## src/hw/rtl/tcp_pkg.sv

```systemverilog
// Shared types, constants and command codes of the compressor protection thermostat.
// Depends on nothing; every other file of the block imports it.
`default_nettype none

package tcp_pkg;

    // Number of cabinets with their own guard counters.
    localparam int CABINETS  = 8;
    localparam int CAB_IDX_W = $clog2(CABINETS);

    // APB register file.
    localparam int PADDR_W = 4;
    localparam int PDATA_W = 32;
    localparam logic [1:0] REG_WIN_START  = 2'd0;
    localparam logic [1:0] REG_WIN_STOP   = 2'd1;
    localparam logic [1:0] REG_TARGET     = 2'd2;
    localparam logic [1:0] REG_HEAT_MODE  = 2'd3;

    // Relay command codes.
    localparam logic [1:0] CMD_NONE = 2'd0;
    localparam logic [1:0] CMD_ON   = 2'd1;
    localparam logic [1:0] CMD_OFF  = 2'd2;

    // Classification of a word by the front end.
    localparam logic [1:0] CLS_IGNORE = 2'd0;
    localparam logic [1:0] CLS_SHUT   = 2'd1;
    localparam logic [1:0] CLS_COOL   = 2'd2;
    localparam logic [1:0] CLS_HEAT   = 2'd3;

    // Schedule encodings with special meaning.
    localparam logic [11:0] HHMM_ALWAYS_ON = 12'd0;
    localparam logic [11:0] HHMM_OFF       = 12'd2359;

    // Division by 100 of a 12-bit value: (v * 1311) >> 17 is exact up to 4095.
    localparam int HHMM_RECIP = 1311;
    localparam int HHMM_SHIFT = 17;
    localparam int HHMM_Q_W   = 6;

    // Thermal limits, in whole degrees, on a 10-bit signed scale.
    localparam logic signed [9:0] HYST_DEG     = 10'sd4;
    localparam logic signed [9:0] HEAT_MAX_DEG = 10'sd30;

    // Guard counters.
    localparam int CNT_W = 16;
    localparam logic [CNT_W-1:0] CNT_MAX       = '1;
    localparam logic [CNT_W-1:0] OFF_GUARD_MIN = 16'd42;
    localparam logic [CNT_W-1:0] RUN_LIMIT     = 16'd318;

    // Configuration as seen by the front end, with pre-divided schedule hours.
    typedef struct packed {
        logic [11:0]         win_start;
        logic [11:0]         win_stop;
        logic [HHMM_Q_W-1:0] start_q;
        logic [HHMM_Q_W-1:0] stop_q;
        logic signed [7:0]   target_temp;
        logic                heat_mode;
    } tcp_cfg_t;

    // Input word as accepted.
    typedef struct packed {
        logic [2:0]        cabinet;
        logic              board_ok;
        logic              probe_ok;
        logic signed [7:0] cabinet_temp;
        logic              compressor_on;
        logic              heater_on;
        logic              door_open;
        logic [10:0]       minute_of_day;
    } tcp_item_t;

    // Classified work for the back end.
    typedef struct packed {
        logic [2:0] cabinet;
        logic [1:0] cls;
        logic       hot;        // temperature at or above target plus hysteresis
        logic       cool_done;  // temperature at or below target
        logic       cold;       // heating may start
        logic       heat_done;  // heating must stop
        logic       comp_on;
        logic       heat_on;
        logic       door_open;
        logic       active;
    } tcp_job_t;

endpackage

`default_nettype wire

```

## src/hw/rtl/thermostat_compressor_protection_core.sv

```systemverilog
// Top level of the compressor protection thermostat: register file, front end,
// job queue and back end. Depends on tcp_pkg and the tcp_* modules.
//
//   Channel  Handshake                Word
//   in       in_valid / in_ready      cabinet, board_ok, probe_ok, cabinet_temp,
//                                     compressor_on, heater_on, door_open, minute_of_day
//   out      out_valid / out_ready    compressor_cmd, fan_cmd, heater_cmd, window_active
//   config   APB psel/penable/pwrite  paddr, pwdata, prdata, pready (always high)
//
// One word is taken per cycle unless the output stalls; its result is shown after
// the input stage, the job queue and the output register. The rate is set by the
// back end, which reads, updates and writes the cabinet's guard counters per job.
// Reset clears every guard counter at once and loads the register reset values.
// A two-entry queue between front and back end absorbs output stalls; in_ready
// falls only once the queue and the input stage are both full.
`default_nettype none

module thermostat_compressor_protection_core
    import tcp_pkg::*;
(
    input  wire logic               clk,
    input  wire logic               rst_n,
    input  wire logic               psel,
    input  wire logic               penable,
    input  wire logic               pwrite,
    input  wire logic [PADDR_W-1:0] paddr,
    input  wire logic [PDATA_W-1:0] pwdata,
    output logic      [PDATA_W-1:0] prdata,
    output logic                    pready,
    input  wire logic               in_valid,
    output logic                    in_ready,
    input  wire logic [2:0]         cabinet,
    input  wire logic               board_ok,
    input  wire logic               probe_ok,
    input  wire logic signed [7:0]  cabinet_temp,
    input  wire logic               compressor_on,
    input  wire logic               heater_on,
    input  wire logic               door_open,
    input  wire logic [10:0]        minute_of_day,
    output logic                    out_valid,
    input  wire logic               out_ready,
    output logic [1:0]              compressor_cmd,
    output logic [1:0]              fan_cmd,
    output logic [1:0]              heater_cmd,
    output logic                    window_active
);

    tcp_cfg_t  cfg;
    tcp_item_t in_item;
    tcp_job_t  front_job;
    tcp_job_t  back_job;
    logic      front_valid, front_ready;
    logic      back_valid, back_ready;

    assign pready = 1'b1;

    // Gather the input word.
    assign in_item.cabinet       = cabinet;
    assign in_item.board_ok      = board_ok;
    assign in_item.probe_ok      = probe_ok;
    assign in_item.cabinet_temp  = cabinet_temp;
    assign in_item.compressor_on = compressor_on;
    assign in_item.heater_on     = heater_on;
    assign in_item.door_open     = door_open;
    assign in_item.minute_of_day = minute_of_day;

    tcp_regs u_regs (
        .clk     (clk),
        .rst_n   (rst_n),
        .psel    (psel),
        .penable (penable),
        .pwrite  (pwrite),
        .paddr   (paddr),
        .pwdata  (pwdata),
        .prdata  (prdata),
        .cfg     (cfg)
    );

    tcp_front u_front (
        .clk       (clk),
        .rst_n     (rst_n),
        .in_valid  (in_valid),
        .in_ready  (in_ready),
        .in_item   (in_item),
        .cfg       (cfg),
        .job_valid (front_valid),
        .job_ready (front_ready),
        .job       (front_job)
    );

    tcp_queue u_queue (
        .clk        (clk),
        .rst_n      (rst_n),
        .push_valid (front_valid),
        .push_ready (front_ready),
        .push_job   (front_job),
        .pop_valid  (back_valid),
        .pop_ready  (back_ready),
        .pop_job    (back_job)
    );

    tcp_back u_back (
        .clk            (clk),
        .rst_n          (rst_n),
        .job_valid      (back_valid),
        .job_ready      (back_ready),
        .job            (back_job),
        .out_valid      (out_valid),
        .out_ready      (out_ready),
        .compressor_cmd (compressor_cmd),
        .fan_cmd        (fan_cmd),
        .heater_cmd     (heater_cmd),
        .window_active  (window_active)
    );

endmodule

`default_nettype wire

```

## src/hw/rtl/tcp_regs.sv

```systemverilog
// APB register file of the thermostat, with the schedule hours divided by 100.
// Depends on tcp_pkg.
`default_nettype none

module tcp_regs
    import tcp_pkg::*;
(
    input  wire logic               clk,
    input  wire logic               rst_n,
    input  wire logic               psel,
    input  wire logic               penable,
    input  wire logic               pwrite,
    input  wire logic [PADDR_W-1:0] paddr,
    input  wire logic [PDATA_W-1:0] pwdata,
    output logic      [PDATA_W-1:0] prdata,
    output tcp_cfg_t                cfg
);

    logic [11:0]         start_reg, start_next;
    logic [11:0]         stop_reg, stop_next;
    logic signed [7:0]   target_reg, target_next;
    logic                mode_reg, mode_next;
    logic [HHMM_Q_W-1:0] start_q_reg, start_q_next;
    logic [HHMM_Q_W-1:0] stop_q_reg, stop_q_next;
    logic [1:0]          reg_idx;
    logic                wr_en;
    logic [22:0]         start_prod;
    logic [22:0]         stop_prod;

    assign reg_idx = paddr[3:2];
    assign wr_en   = psel && penable && pwrite;

    // Register writes.
    always_comb
    begin
        start_next  = start_reg;
        stop_next   = stop_reg;
        target_next = target_reg;
        mode_next   = mode_reg;
        if (wr_en)
        begin
            case (reg_idx)
                REG_WIN_START: start_next  = pwdata[11:0];
                REG_WIN_STOP:  stop_next   = pwdata[11:0];
                REG_TARGET:    target_next = signed'(pwdata[7:0]);
                REG_HEAT_MODE: mode_next   = pwdata[0];
                default:       mode_next   = mode_reg;
            endcase
        end
    end

    // Hours of each schedule bound, by reciprocal multiplication. The quotient
    // register follows the schedule register in the next cycle.
    always_comb
    begin
        start_prod   = 23'(start_reg) * 23'(HHMM_RECIP);
        stop_prod    = 23'(stop_reg) * 23'(HHMM_RECIP);
        start_q_next = HHMM_Q_W'(start_prod >> HHMM_SHIFT);
        stop_q_next  = HHMM_Q_W'(stop_prod >> HHMM_SHIFT);
    end

    always_ff @(posedge clk or negedge rst_n)
    begin
        if (!rst_n)
        begin
            start_reg   <= '0;
            stop_reg    <= '0;
            target_reg  <= 8'sd5;
            mode_reg    <= 1'b0;
            start_q_reg <= '0;
            stop_q_reg  <= '0;
        end
        else
        begin
            start_reg   <= start_next;
            stop_reg    <= stop_next;
            target_reg  <= target_next;
            mode_reg    <= mode_next;
            start_q_reg <= start_q_next;
            stop_q_reg  <= stop_q_next;
        end
    end

    // Read back.
    always_comb
    begin
        case (reg_idx)
            REG_WIN_START: prdata = PDATA_W'(start_reg);
            REG_WIN_STOP:  prdata = PDATA_W'(stop_reg);
            REG_TARGET:    prdata = {{(PDATA_W-8){target_reg[7]}}, target_reg};
            REG_HEAT_MODE: prdata = PDATA_W'(mode_reg);
            default:       prdata = '0;
        endcase
    end

    assign cfg.win_start   = start_reg;
    assign cfg.win_stop    = stop_reg;
    assign cfg.start_q     = start_q_reg;
    assign cfg.stop_q      = stop_q_reg;
    assign cfg.target_temp = target_reg;
    assign cfg.heat_mode   = mode_reg;

endmodule

`default_nettype wire

```

## src/hw/rtl/tcp_front.sv

```systemverilog
// Front end: takes input words, checks the schedule window and temperature
// thresholds, and classifies each word into a job. Depends on tcp_pkg.
`default_nettype none

module tcp_front
    import tcp_pkg::*;
(
    input  wire logic      clk,
    input  wire logic      rst_n,
    input  wire logic      in_valid,
    output logic           in_ready,
    input  wire tcp_item_t in_item,
    input  wire tcp_cfg_t  cfg,
    output logic           job_valid,
    input  wire logic      job_ready,
    output tcp_job_t       job
);

    logic              s1_valid_reg, s1_valid_next;
    tcp_item_t         s1_item_reg;
    logic              in_fire;
    logic [11:0]       start_min;
    logic [11:0]       stop_min;
    logic [11:0]       now_min;
    logic              win_on;
    logic              cab_ok;
    logic signed [9:0] temp_w;
    logic signed [9:0] tgt_w;

    assign in_ready  = !s1_valid_reg || job_ready;
    assign in_fire   = in_valid && in_ready;
    assign job_valid = s1_valid_reg;

    // Input stage.
    always_comb
    begin
        s1_valid_next = s1_valid_reg;
        if (in_fire)
            s1_valid_next = 1'b1;
        else if (job_ready)
            s1_valid_next = 1'b0;
    end

    always_ff @(posedge clk or negedge rst_n)
    begin
        if (!rst_n)
            s1_valid_reg <= 1'b0;
        else
            s1_valid_reg <= s1_valid_next;
    end

    always_ff @(posedge clk)
    begin
        if (in_fire)
            s1_item_reg <= in_item;
    end

    // Schedule bounds in minutes: hhmm - 40 * hours.
    always_comb
    begin
        start_min = cfg.win_start - (12'({cfg.start_q, 5'b0}) + 12'({cfg.start_q, 3'b0}));
        stop_min  = cfg.win_stop - (12'({cfg.stop_q, 5'b0}) + 12'({cfg.stop_q, 3'b0}));
        now_min   = 12'(s1_item_reg.minute_of_day);
    end

    // Window decision, including the always-on and off encodings.
    always_comb
    begin
        if (cfg.win_start == HHMM_ALWAYS_ON && cfg.win_stop == HHMM_ALWAYS_ON)
            win_on = 1'b1;
        else if (cfg.win_start == HHMM_OFF && cfg.win_stop == HHMM_OFF)
            win_on = 1'b0;
        else if (start_min < stop_min)
            win_on = (now_min >= start_min) && (now_min <= stop_min);
        else if (start_min > stop_min)
            win_on = (now_min >= start_min) || (now_min <= stop_min);
        else
            win_on = 1'b0;
    end

    // Temperature comparisons and classification.
    always_comb
    begin
        temp_w = {{2{s1_item_reg.cabinet_temp[7]}}, s1_item_reg.cabinet_temp};
        tgt_w  = {{2{cfg.target_temp[7]}}, cfg.target_temp};
        cab_ok = 32'(s1_item_reg.cabinet) < CABINETS;

        job.cabinet   = s1_item_reg.cabinet;
        job.hot       = temp_w >= (tgt_w + HYST_DEG);
        job.cool_done = temp_w <= tgt_w;
        job.cold      = (temp_w <= (tgt_w - HYST_DEG)) && (temp_w <= HEAT_MAX_DEG);
        job.heat_done = (temp_w > HEAT_MAX_DEG) || (temp_w >= tgt_w);
        job.comp_on   = s1_item_reg.compressor_on;
        job.heat_on   = s1_item_reg.heater_on;
        job.door_open = s1_item_reg.door_open;
        job.active    = win_on;

        if (!cab_ok || !s1_item_reg.board_ok)
            job.cls = CLS_IGNORE;
        else if (!s1_item_reg.probe_ok || !win_on)
            job.cls = CLS_SHUT;
        else if (!cfg.heat_mode)
            job.cls = CLS_COOL;
        else
            job.cls = CLS_HEAT;
    end

endmodule

`default_nettype wire

```

## src/hw/rtl/tcp_queue.sv

```systemverilog
// Two-entry job queue between front and back end, so either side may stall.
// Depends on tcp_pkg.
`default_nettype none

module tcp_queue
    import tcp_pkg::*;
(
    input  wire logic     clk,
    input  wire logic     rst_n,
    input  wire logic     push_valid,
    output logic          push_ready,
    input  wire tcp_job_t push_job,
    output logic          pop_valid,
    input  wire logic     pop_ready,
    output tcp_job_t      pop_job
);

    tcp_job_t   slot_reg [2];
    logic       wr_ptr_reg, wr_ptr_next;
    logic       rd_ptr_reg, rd_ptr_next;
    logic [1:0] count_reg, count_next;
    logic       push_fire;
    logic       pop_fire;

    assign push_ready = count_reg != 2'd2;
    assign pop_valid  = count_reg != 2'd0;
    assign pop_job    = slot_reg[rd_ptr_reg];
    assign push_fire  = push_valid && push_ready;
    assign pop_fire   = pop_valid && pop_ready;

    // Pointer and fill bookkeeping.
    always_comb
    begin
        wr_ptr_next = push_fire ? !wr_ptr_reg : wr_ptr_reg;
        rd_ptr_next = pop_fire ? !rd_ptr_reg : rd_ptr_reg;
        count_next  = count_reg;
        if (push_fire && !pop_fire)
            count_next = count_reg + 2'd1;
        else if (pop_fire && !push_fire)
            count_next = count_reg - 2'd1;
    end

    always_ff @(posedge clk or negedge rst_n)
    begin
        if (!rst_n)
        begin
            wr_ptr_reg <= 1'b0;
            rd_ptr_reg <= 1'b0;
            count_reg  <= '0;
        end
        else
        begin
            wr_ptr_reg <= wr_ptr_next;
            rd_ptr_reg <= rd_ptr_next;
            count_reg  <= count_next;
        end
    end

    always_ff @(posedge clk)
    begin
        if (push_fire)
            slot_reg[wr_ptr_reg] <= push_job;
    end

endmodule

`default_nettype wire

```

## src/hw/rtl/tcp_back.sv

```systemverilog
// Back end: updates the cabinet's guard counters and decides the relay
// commands, holding each result word in an output register. Depends on tcp_pkg.
`default_nettype none

module tcp_back
    import tcp_pkg::*;
(
    input  wire logic     clk,
    input  wire logic     rst_n,
    input  wire logic     job_valid,
    output logic          job_ready,
    input  wire tcp_job_t job,
    output logic          out_valid,
    input  wire logic     out_ready,
    output logic [1:0]    compressor_cmd,
    output logic [1:0]    fan_cmd,
    output logic [1:0]    heater_cmd,
    output logic          window_active
);

    logic [CNT_W-1:0]     off_cnt_reg [CABINETS];
    logic [CNT_W-1:0]     run_cnt_reg [CABINETS];
    logic                 out_valid_reg, out_valid_next;
    logic [1:0]           cc_reg, fc_reg, hc_reg;
    logic                 act_reg;
    logic [1:0]           cc, fc, hc;
    logic [CNT_W-1:0]     off_cur, run_cur;
    logic [CNT_W-1:0]     off_next, run_next;
    logic                 cnt_wr;
    logic                 job_fire;
    logic [CAB_IDX_W-1:0] idx;

    assign job_ready = !out_valid_reg || out_ready;
    assign job_fire  = job_valid && job_ready;
    assign idx       = job.cabinet[CAB_IDX_W-1:0];
    assign off_cur   = off_cnt_reg[idx];
    assign run_cur   = run_cnt_reg[idx];

    // Relay decisions and counter updates for one tick.
    always_comb
    begin
        cc       = CMD_NONE;
        fc       = CMD_NONE;
        hc       = CMD_NONE;
        off_next = off_cur;
        run_next = run_cur;
        cnt_wr   = 1'b0;
        case (job.cls)
            CLS_SHUT:
            begin
                cc = CMD_OFF;
                fc = CMD_OFF;
                hc = CMD_OFF;
            end
            CLS_COOL:
            begin
                cnt_wr = 1'b1;
                if (job.heat_on)
                    hc = CMD_OFF;
                if (!job.comp_on)
                begin
                    off_next = (off_cur != CNT_MAX) ? off_cur + 1'b1 : off_cur;
                    if (job.hot)
                    begin
                        fc = CMD_ON;
                        if (!job.door_open && off_next > OFF_GUARD_MIN)
                        begin
                            run_next = '0;
                            cc       = CMD_ON;
                        end
                    end
                end
                else
                begin
                    run_next = (run_cur != CNT_MAX) ? run_cur + 1'b1 : run_cur;
                    if (job.door_open)
                    begin
                        cc       = CMD_OFF;
                        off_next = '0;
                    end
                    else
                    begin
                        if (run_next >= RUN_LIMIT)
                        begin
                            cc       = CMD_OFF;
                            off_next = '0;
                        end
                        if (job.cool_done)
                        begin
                            cc       = CMD_OFF;
                            fc       = CMD_OFF;
                            off_next = '0;
                        end
                    end
                end
            end
            CLS_HEAT:
            begin
                cnt_wr   = 1'b1;
                off_next = '0;
                run_next = '0;
                if (job.comp_on)
                    cc = CMD_OFF;
                if (!job.heat_on)
                begin
                    if (job.cold)
                    begin
                        fc = CMD_ON;
                        if (!job.door_open)
                            hc = CMD_ON;
                    end
                end
                else if (job.door_open)
                    hc = CMD_OFF;
                else if (job.heat_done)
                begin
                    hc = CMD_OFF;
                    fc = CMD_OFF;
                end
            end
            default:
            begin
                cnt_wr = 1'b0;
            end
        endcase
    end

    // Guard counters, one pair per cabinet.
    always_ff @(posedge clk or negedge rst_n)
    begin
        if (!rst_n)
        begin
            for (int i = 0; i < CABINETS; i++)
            begin
                off_cnt_reg[i] <= '0;
                run_cnt_reg[i] <= '0;
            end
        end
        else if (job_fire && cnt_wr)
        begin
            off_cnt_reg[idx] <= off_next;
            run_cnt_reg[idx] <= run_next;
        end
    end

    // Output register.
    always_comb
    begin
        out_valid_next = out_valid_reg;
        if (job_fire)
            out_valid_next = 1'b1;
        else if (out_ready)
            out_valid_next = 1'b0;
    end

    always_ff @(posedge clk or negedge rst_n)
    begin
        if (!rst_n)
            out_valid_reg <= 1'b0;
        else
            out_valid_reg <= out_valid_next;
    end

    always_ff @(posedge clk)
    begin
        if (job_fire)
        begin
            cc_reg  <= cc;
            fc_reg  <= fc;
            hc_reg  <= hc;
            act_reg <= job.active;
        end
    end

    assign out_valid      = out_valid_reg;
    assign compressor_cmd = cc_reg;
    assign fan_cmd        = fc_reg;
    assign heater_cmd     = hc_reg;
    assign window_active  = act_reg;

endmodule

`default_nettype wire

```

## config.mk

```make
export PLATFORM = sky130hd
export DESIGN_NAME = thermostat_compressor_protection_core
export DESIGN_NICKNAME = d
export VERILOG_FILES = /design/src/hw/rtl/tcp_pkg.sv /design/src/hw/rtl/thermostat_compressor_protection_core.sv /design/src/hw/rtl/tcp_regs.sv /design/src/hw/rtl/tcp_front.sv /design/src/hw/rtl/tcp_queue.sv /design/src/hw/rtl/tcp_back.sv
export SDC_FILE = /design/constraint.sdc
export NUM_CORES = 1
export LEC_CHECK = 0
export CAP_MARGIN = 20
export CORE_MARGIN = 2
export CORE_UTILIZATION = 56
export DETAILED_ROUTE_END_ITERATION = 6
export DONT_BUFFER_PORTS = 1
export PLACE_DENSITY = 0.74
export SLEW_MARGIN = 10
export SYNTH_ARGS = -nofsm -noshare
export SYNTH_HDL_FRONTEND = slang
export SYNTH_SLANG_ARGS = --single-unit
```

## constraint.sdc

```tcl
create_clock -name clk -period 5.05 [get_ports clk]
set_input_delay 1.01 -clock clk [delete_from_list [all_inputs] [get_ports clk]]
set_output_delay 1.01 -clock clk [all_outputs]
set_load 0.005 [all_outputs]
```

==> flow_summary.toml, run 1 <==
[critical_path]
worst-path-max-fanout = 3
path_class = "register to register"
reg2reg_depth = 21
r2r_slack_ns = 0.18
arrival_ns = 5.37
rr_startpoint = "u_regs.stop_reg[0]$_DFFE_PN0P_"
endpoint_kind = "register"
crit_required_ns = 5.55
reg2reg_to = "u_regs.stop_q_reg[5]$_DFF_PN0_"
cp-start-kind = "register"

[clock_network]
h-tree-depth = 2
numCtsBuffers = 41
cts_hold_buffers = 0
path_clk_slew_ns = 0.06
cts.sinks = 367
clk_latency_ns = 0.58
tritoncts = "done"
cts_buffer_depth = 3
root_buffer = "clkbuf_16"

[global_routing]
grt_usage_pct = 29.0
grt_pass1_wl_mm = 109
gr-usage-met1_pct = 37.2
grt_use_met2_pct = 48.2
met3_usage_pct = 5.00
grt_pass1_vias = 20200
grt-ovfl-total = 0
grt.busiest_layer = "met2"
grt_start_max_net_pins = 308
antenna_found_initial = 0

[min_path]
hold_class = "input pin to async pin"

[detailed_routing]
drtPass1Iterations = 7
drc_errors = 8
ant_nets = 0
wl_mm = 67.9
dr.first_iter.drc_count = 1729
via_per_inst = 6.19
dr_total_vias = 19800
post_drt_wl_per_cell_um = 21.2

[final_layout]
diodes = 0
fin_nets = 3002
syn2layout_area_growth_pct = 10.7
drive_gt1_share_pct = 17.2

[logic_synthesis]
seq_area_frac_synth_pct = 36.9
synthCells = 2523
syn_nets = 2954
synth_area_per_cell_um2 = 10.2
netlist-cell-type-count = 97
synth_edf_count = 60
synth_seq_cells = 367
ys.flop_type = "dfrtp_1"
yosysWarnings = 0
syn_area_mm2 = 0.0257
async_flop_share_pct = 83.7

[sta]
hold_violations = 0
slew-limit-headroom_pct = 37.0
fin_crit_sh_pct = 96.4
setup_viol = 0
fin_setup_tns_ns = 0
fmax_mhz = 205
final.setup_skew_ns = 0.0249
min_period_ns = 4.87
slew_viol_final = 0
tightestPinTransition_ns = 0.944

[floorplan]
die_h_um = 218
die_w_um = 218
start_util_pct = 56.7
rows = 78
core_mm2 = 0.0454
io_pins = 112
fp.dieArea_mm2 = 0.0477

[place]
io_buffers = 0
gp_congestion = 0.949
dpl.hpwl_mm = 49.0

[outcome]
status = "finished with violations"
failed_checks = "design-rule violations"

[flow_run]
maxCapViolCount = 0
==> area by class of cell <==
class | instances | area [um2]
fill | 3514 | 16900
inverter | 205 | 769
timing repair buffer | 145 | 1220
tap | 600 | 751
sequential | 367 | 9490
clock buffer | 60 | 1170
multi-input combinational | 1811 | 14900
clock inverter | 13 | 195
==> cell usage in the layout (no fill, tap or decap), types with 60 or more instances in the layout <==
| master | instances |
|---|---|
| dfrtp_1 | 302 |
| ha_1 | 269 |
| nand2_1 | 255 |
| inv_1 | 202 |
| mux2_2 | 160 |
| buf_4 | 133 |
| nor2_1 | 126 |
| o21ai_0 | 96 |
| fa_1 | 92 |
| a21oi_1 | 84 |
| o31ai_1 | 69 |
| mux2i_1 | 68 |
| edfxtp_1 | 60 |
==> stage by stage <==
stage          utilization (%)  hold WS, ns  setup slack (ns)  instances  cell area [um2]
2_1_floorplan                -        0.421             0.232       2523            25700
4_1_cts                   62.3        0.125         -0.000303       3191            28300
3_5_place_dp              59.3        0.466            0.0363       3118            26900
3_3_place_gp              59.1        0.460             0.111       3113            26800
5_1_grt                   62.8        0.120           -0.0262       3201            28500
6_report                  62.8        0.136             0.183       3201            28500
==> cell families (layout without fill, tap and decap cells) <==
| group | after synthesis | in the layout | share of synthesized area [%] |
|---|---|---|---|
| buffers and inverters | 346 | 423 | 5.79 |
| and+or+nand+nor | 663 | 663 | 12.4 |
| xor gates and xnor gates | 42 | 42 | 1.43 |
| adders and majority gates | 363 | 363 | 20.3 |
| muxes | 230 | 231 | 9.82 |
| DFF | 367 | 367 | 36.9 |
| AOI/OAI and AO/OA | 511 | 511 | 13.4 |
| other | 1 | 1 | 0.0146 |
==> routing by layer <==
layer	part of all wire [%]	vias up
li1	-	9054
met1	41	9844
met2	48	732
met3	7.1	173
met4	4.1	0
met5	0	-
==> worst max path at each step <==
stage	startpoint	endpoint	slack, ns	depth (start not counted)
floorplan	u_regs.stop_reg[1]$_DFFE_PN0P_	u_regs.stop_q_reg[5]$_DFF_PN0_	0.23	21
global placement	u_regs.stop_reg[0]$_DFFE_PN0P_	u_regs.stop_q_reg[5]$_DFF_PN0_	0.11	21
detailed placement	u_queue.rd_ptr_reg$_DFFE_PN0P_	u_back.off_cnt_reg[38]$_DFFE_PN0P_	0.04	15
CTS	u_queue.rd_ptr_reg$_DFFE_PN0P_	u_back.off_cnt_reg[107]$_DFFE_PN0P_	-0.0003	15
global route	u_regs.stop_reg[2]$_DFFE_PN0P_	u_regs.stop_q_reg[5]$_DFF_PN0_	-0.03	21
finish	u_regs.stop_reg[0]$_DFFE_PN0P_	u_regs.stop_q_reg[5]$_DFF_PN0_	0.18	21
==> synthesized netlist by cell type (11+ instances only) <==
library cell / n / area (um2)
o21ai_1: 47 / 235
nand2_1: 258 / 968
nor2_1: 134 / 503
nand3_1: 60 / 300
buf_2: 21 / 105
o22ai_1: 17 / 106
o21a_1: 28 / 210
ha_1: 269 / 3370
edfxtp_1: 60 / 1800
mux2i_1: 68 / 681
buf_4: 32 / 240
a31oi_1: 17 / 106
nor4_1: 13 / 81.3
mux2_2: 160 / 1800
and2_1: 14 / 87.6
nor2b_1: 14 / 87.6
o211ai_1: 11 / 82.6
xor2_1: 13 / 114
fa_1: 92 / 1840
nand2b_1: 17 / 106
a22oi_1: 15 / 113
nand4_1: 30 / 188
dfrtp_1: 305 / 7630
o31ai_1: 69 / 518
nor3_1: 37 / 185
a32oi_1: 20 / 175
or3_1: 11 / 68.8
a21o_1: 14 / 105
a21oi_1: 86 / 430
o21ai_0: 98 / 490
clkbuf_1: 80 / 300
inv_1: 203 / 762
xnor2_1: 29 / 254
or2_2: 12 / 75.1
==> critical path, cell delays in order, from the launching register on <==
cell       delay, ns
dfrtp_1         0.37
inv_2           0.07
fa_1            0.55
inv_1           0.05
ha_1            0.19
fa_1            0.44
ha_1            0.29
inv_1           0.05
fa_1            0.50
inv_1           0.04
ha_1            0.28
o21a_1          0.11
o21a_1          0.17
o21a_1          0.17
o21a_1          0.17
o21ai_2         0.10
a21oi_1         0.09
o2111ai_1       0.20
o211ai_1        0.19
or4_4           0.46
a31oi_2         0.16
xnor2_1         0.13
==> what timing repair did <==
item / in CTS / in global routing
buffers inserted: 0 / 6
endpoints found under the setup margin: 1 / 254
resized for setup: 0 / 27
gates cloned: 0 / 1
pin swaps: 0 / 6
Power of run 1 is not shown: default switching activity piles up to over one toggle a cycle in this logic, so the estimate is an artifact.
==> run 2: changes to the inputs <==
==> constraint.sdc (replaced) <==
create_clock -name clk -period 5.05 [get_ports clk]
set_input_delay 0.7575 -clock clk [delete_from_list [all_inputs] [get_ports clk]]
set_output_delay 0.7575 -clock clk [all_outputs]
set_load 0.005 [all_outputs]
==> flow_summary.toml, run 2 (synthesis results as in run 1) <==
[floorplan]
start_util_pct = 56.7
rows = 78
die_h_um = 218
fp.dieArea_mm2 = 0.0477
core_mm2 = 0.0454
die_w_um = 218
io_pins = 112

[critical_path]
slowest_stage = "fa_1"
endpoint_kind = "register"
reg2reg_to = "u_regs.stop_q_reg[5]$_DFF_PN0_"
rr_startpoint = "u_regs.stop_reg[2]$_DFFE_PN0P_"
critical-path-max-stage-delay_ns = 0.55
crit_required_ns = 5.53
cp-start-kind = "register"
reg2reg_depth = 21
worst-path-max-fanout = 3
r2r_slack_ns = 0.18
path_class = "register to register"
worstPathCellList = "inv_2 > fa_1 > inv_1 > ha_2 > fa_1 > ha_1 > inv_2 > fa_1 > inv_1 > ha_1 > o21a_1 > o21a_1 > o21a_1 > o21a_1 > o21ai_1 > a21oi_2 > o2111ai_2 > o211ai_1 > or4_4 > a31oi_4 > xnor2_1"
cp_top_family = "adder cells"
worst_path_most_repeated_cell = "o21a_1"
crit_buf_inv = 4
arrival_ns = 5.35

[final_layout]
fin_area_mm2 = 0.0286
fin_nets = 3001
layoutNonFillerInstCount = 3203
mostFrequentLayoutCells = "dfrtp_1, ha_1, nand2_1"
diodes = 0
final_common_cell = "dfrtp_1"
syn2layout_area_growth_pct = 11.1
drive_gt1_share_pct = 17.9

[flow_run]
maxCapViolCount = 0

[clock_network]
numCtsBuffers = 42
cts_buffer_depth = 3
cts.sinks = 367
root_buffer = "clkbuf_16"
clk_latency_ns = 0.57
tritoncts = "done"
path_clk_slew_ns = 0.06
h-tree-depth = 2

[sta]
rsz0062_at_grt = "true"
slew-limit-headroom_pct = 39.1
holdWs_ns = -0.103
setup_viol = 0
fmax_mhz = 205
final.setup_skew_ns = 0.0156
tightestPinTransition_ns = 0.902
fin_crit_sh_pct = 96.5
slew_viol_final = 0
min_period_ns = 4.87
hold_violations = 215

[detailed_routing]
dr.first_iter.drc_count = 1771
dr_total_vias = 19800
wl_mm = 67.9
drc_errors = 0
post_drt_wl_per_cell_um = 21.2
via_per_inst = 6.17
drtPass1Iterations = 6
ant_nets = 0

[global_routing]
grt_start_max_net_pins = 308
grt-ovfl-total = 0
grt_pass1_vias = 20000
antenna_found_initial = 1
grt_usage_pct = 28.9
grt_pass1_wl_mm = 108

[place]
gp_congestion = 0.923
post_dp_cell_area_mm2 = 0.0269
io_buffers = 0
dpl.hpwl_mm = 49.1
numPlacedInstances = 3113

[outcome]
status = "finished with violations"
failed_checks = "negative hold slack"

[min_path]
hold_class = "input pin to async pin"
==> run 2: changes by cell type in the layout (fill, tap and decap cells not counted), moves of 3 or more <==
cell,change
clkbuf_1,-8
clkinvlp_4,+3
clkinv_2,+5
inv_2,+4
clkbuf_8,+7
clkinv_1,-3
inv_1,-4
==> run 2: worst max-delay path by stage <==
| stage | to | depth (start not counted) | startpoint | slack (ns) |
|---|---|---|---|---|
| 2_1_floorplan | u_regs.stop_q_reg[5]$_DFF_PN0_ | 21 | u_regs.stop_reg[1]$_DFFE_PN0P_ | 0.23 |
| 3_3_place_gp | u_back.off_cnt_reg[102]$_DFFE_PN0P_ | 14 | u_queue.rd_ptr_reg$_DFFE_PN0P_ | 0.03 |
| 3_5_place_dp | u_back.off_cnt_reg[70]$_DFFE_PN0P_ | 14 | u_queue.rd_ptr_reg$_DFFE_PN0P_ | -0.07 |
| 4_1_cts | u_back.off_cnt_reg[70]$_DFFE_PN0P_ | 14 | u_queue.rd_ptr_reg$_DFFE_PN0P_ | 0.03 |
| 5_1_grt | u_back.off_cnt_reg[22]$_DFFE_PN0P_ | 18 | u_queue.rd_ptr_reg$_DFFE_PN0P_ | -0.03 |
| 6_report | u_regs.stop_q_reg[5]$_DFF_PN0_ | 21 | u_regs.stop_reg[2]$_DFFE_PN0P_ | 0.18 |
==> run 2: per-stage QoR <==
stage                     util, %  setup WS, ns  setup TNS [ns]
after detailed placement     59.2       -0.0713          -0.343
after global placement       59.0        0.0293               0
after floorplan                 -         0.232               0
after global routing         63.0       -0.0292         -0.0787
final                        63.0         0.176               0
after CTS                    62.4        0.0250               0
==> run 2: layout make-up <==
cell class,instances,area (um2)
fill,3608,16800
clock inverter,16,171
multi-input combinational,1810,14900
tap,600,751
timing repair buffer,144,1230
inverter,205,769
sequential,367,9490
clock buffer,61,1290
==> run 2: repair_timing <==
item                                    in CTS  in global routing
pin swaps                                    0                 15
endpoints found under the setup margin      26                207
endpoints found under the hold margin      305                305
buffers inserted                             0                 10
resized for setup                            1                 31
==> run 2: per-layer routing <==
metal	routed length, um	GRT usage, %
met1	27600	36.7
met2	32600	48.1
met3	4810	5.83
met4	2790	12.2
met5	13	0
Power of run 2 is left out for the same reason.
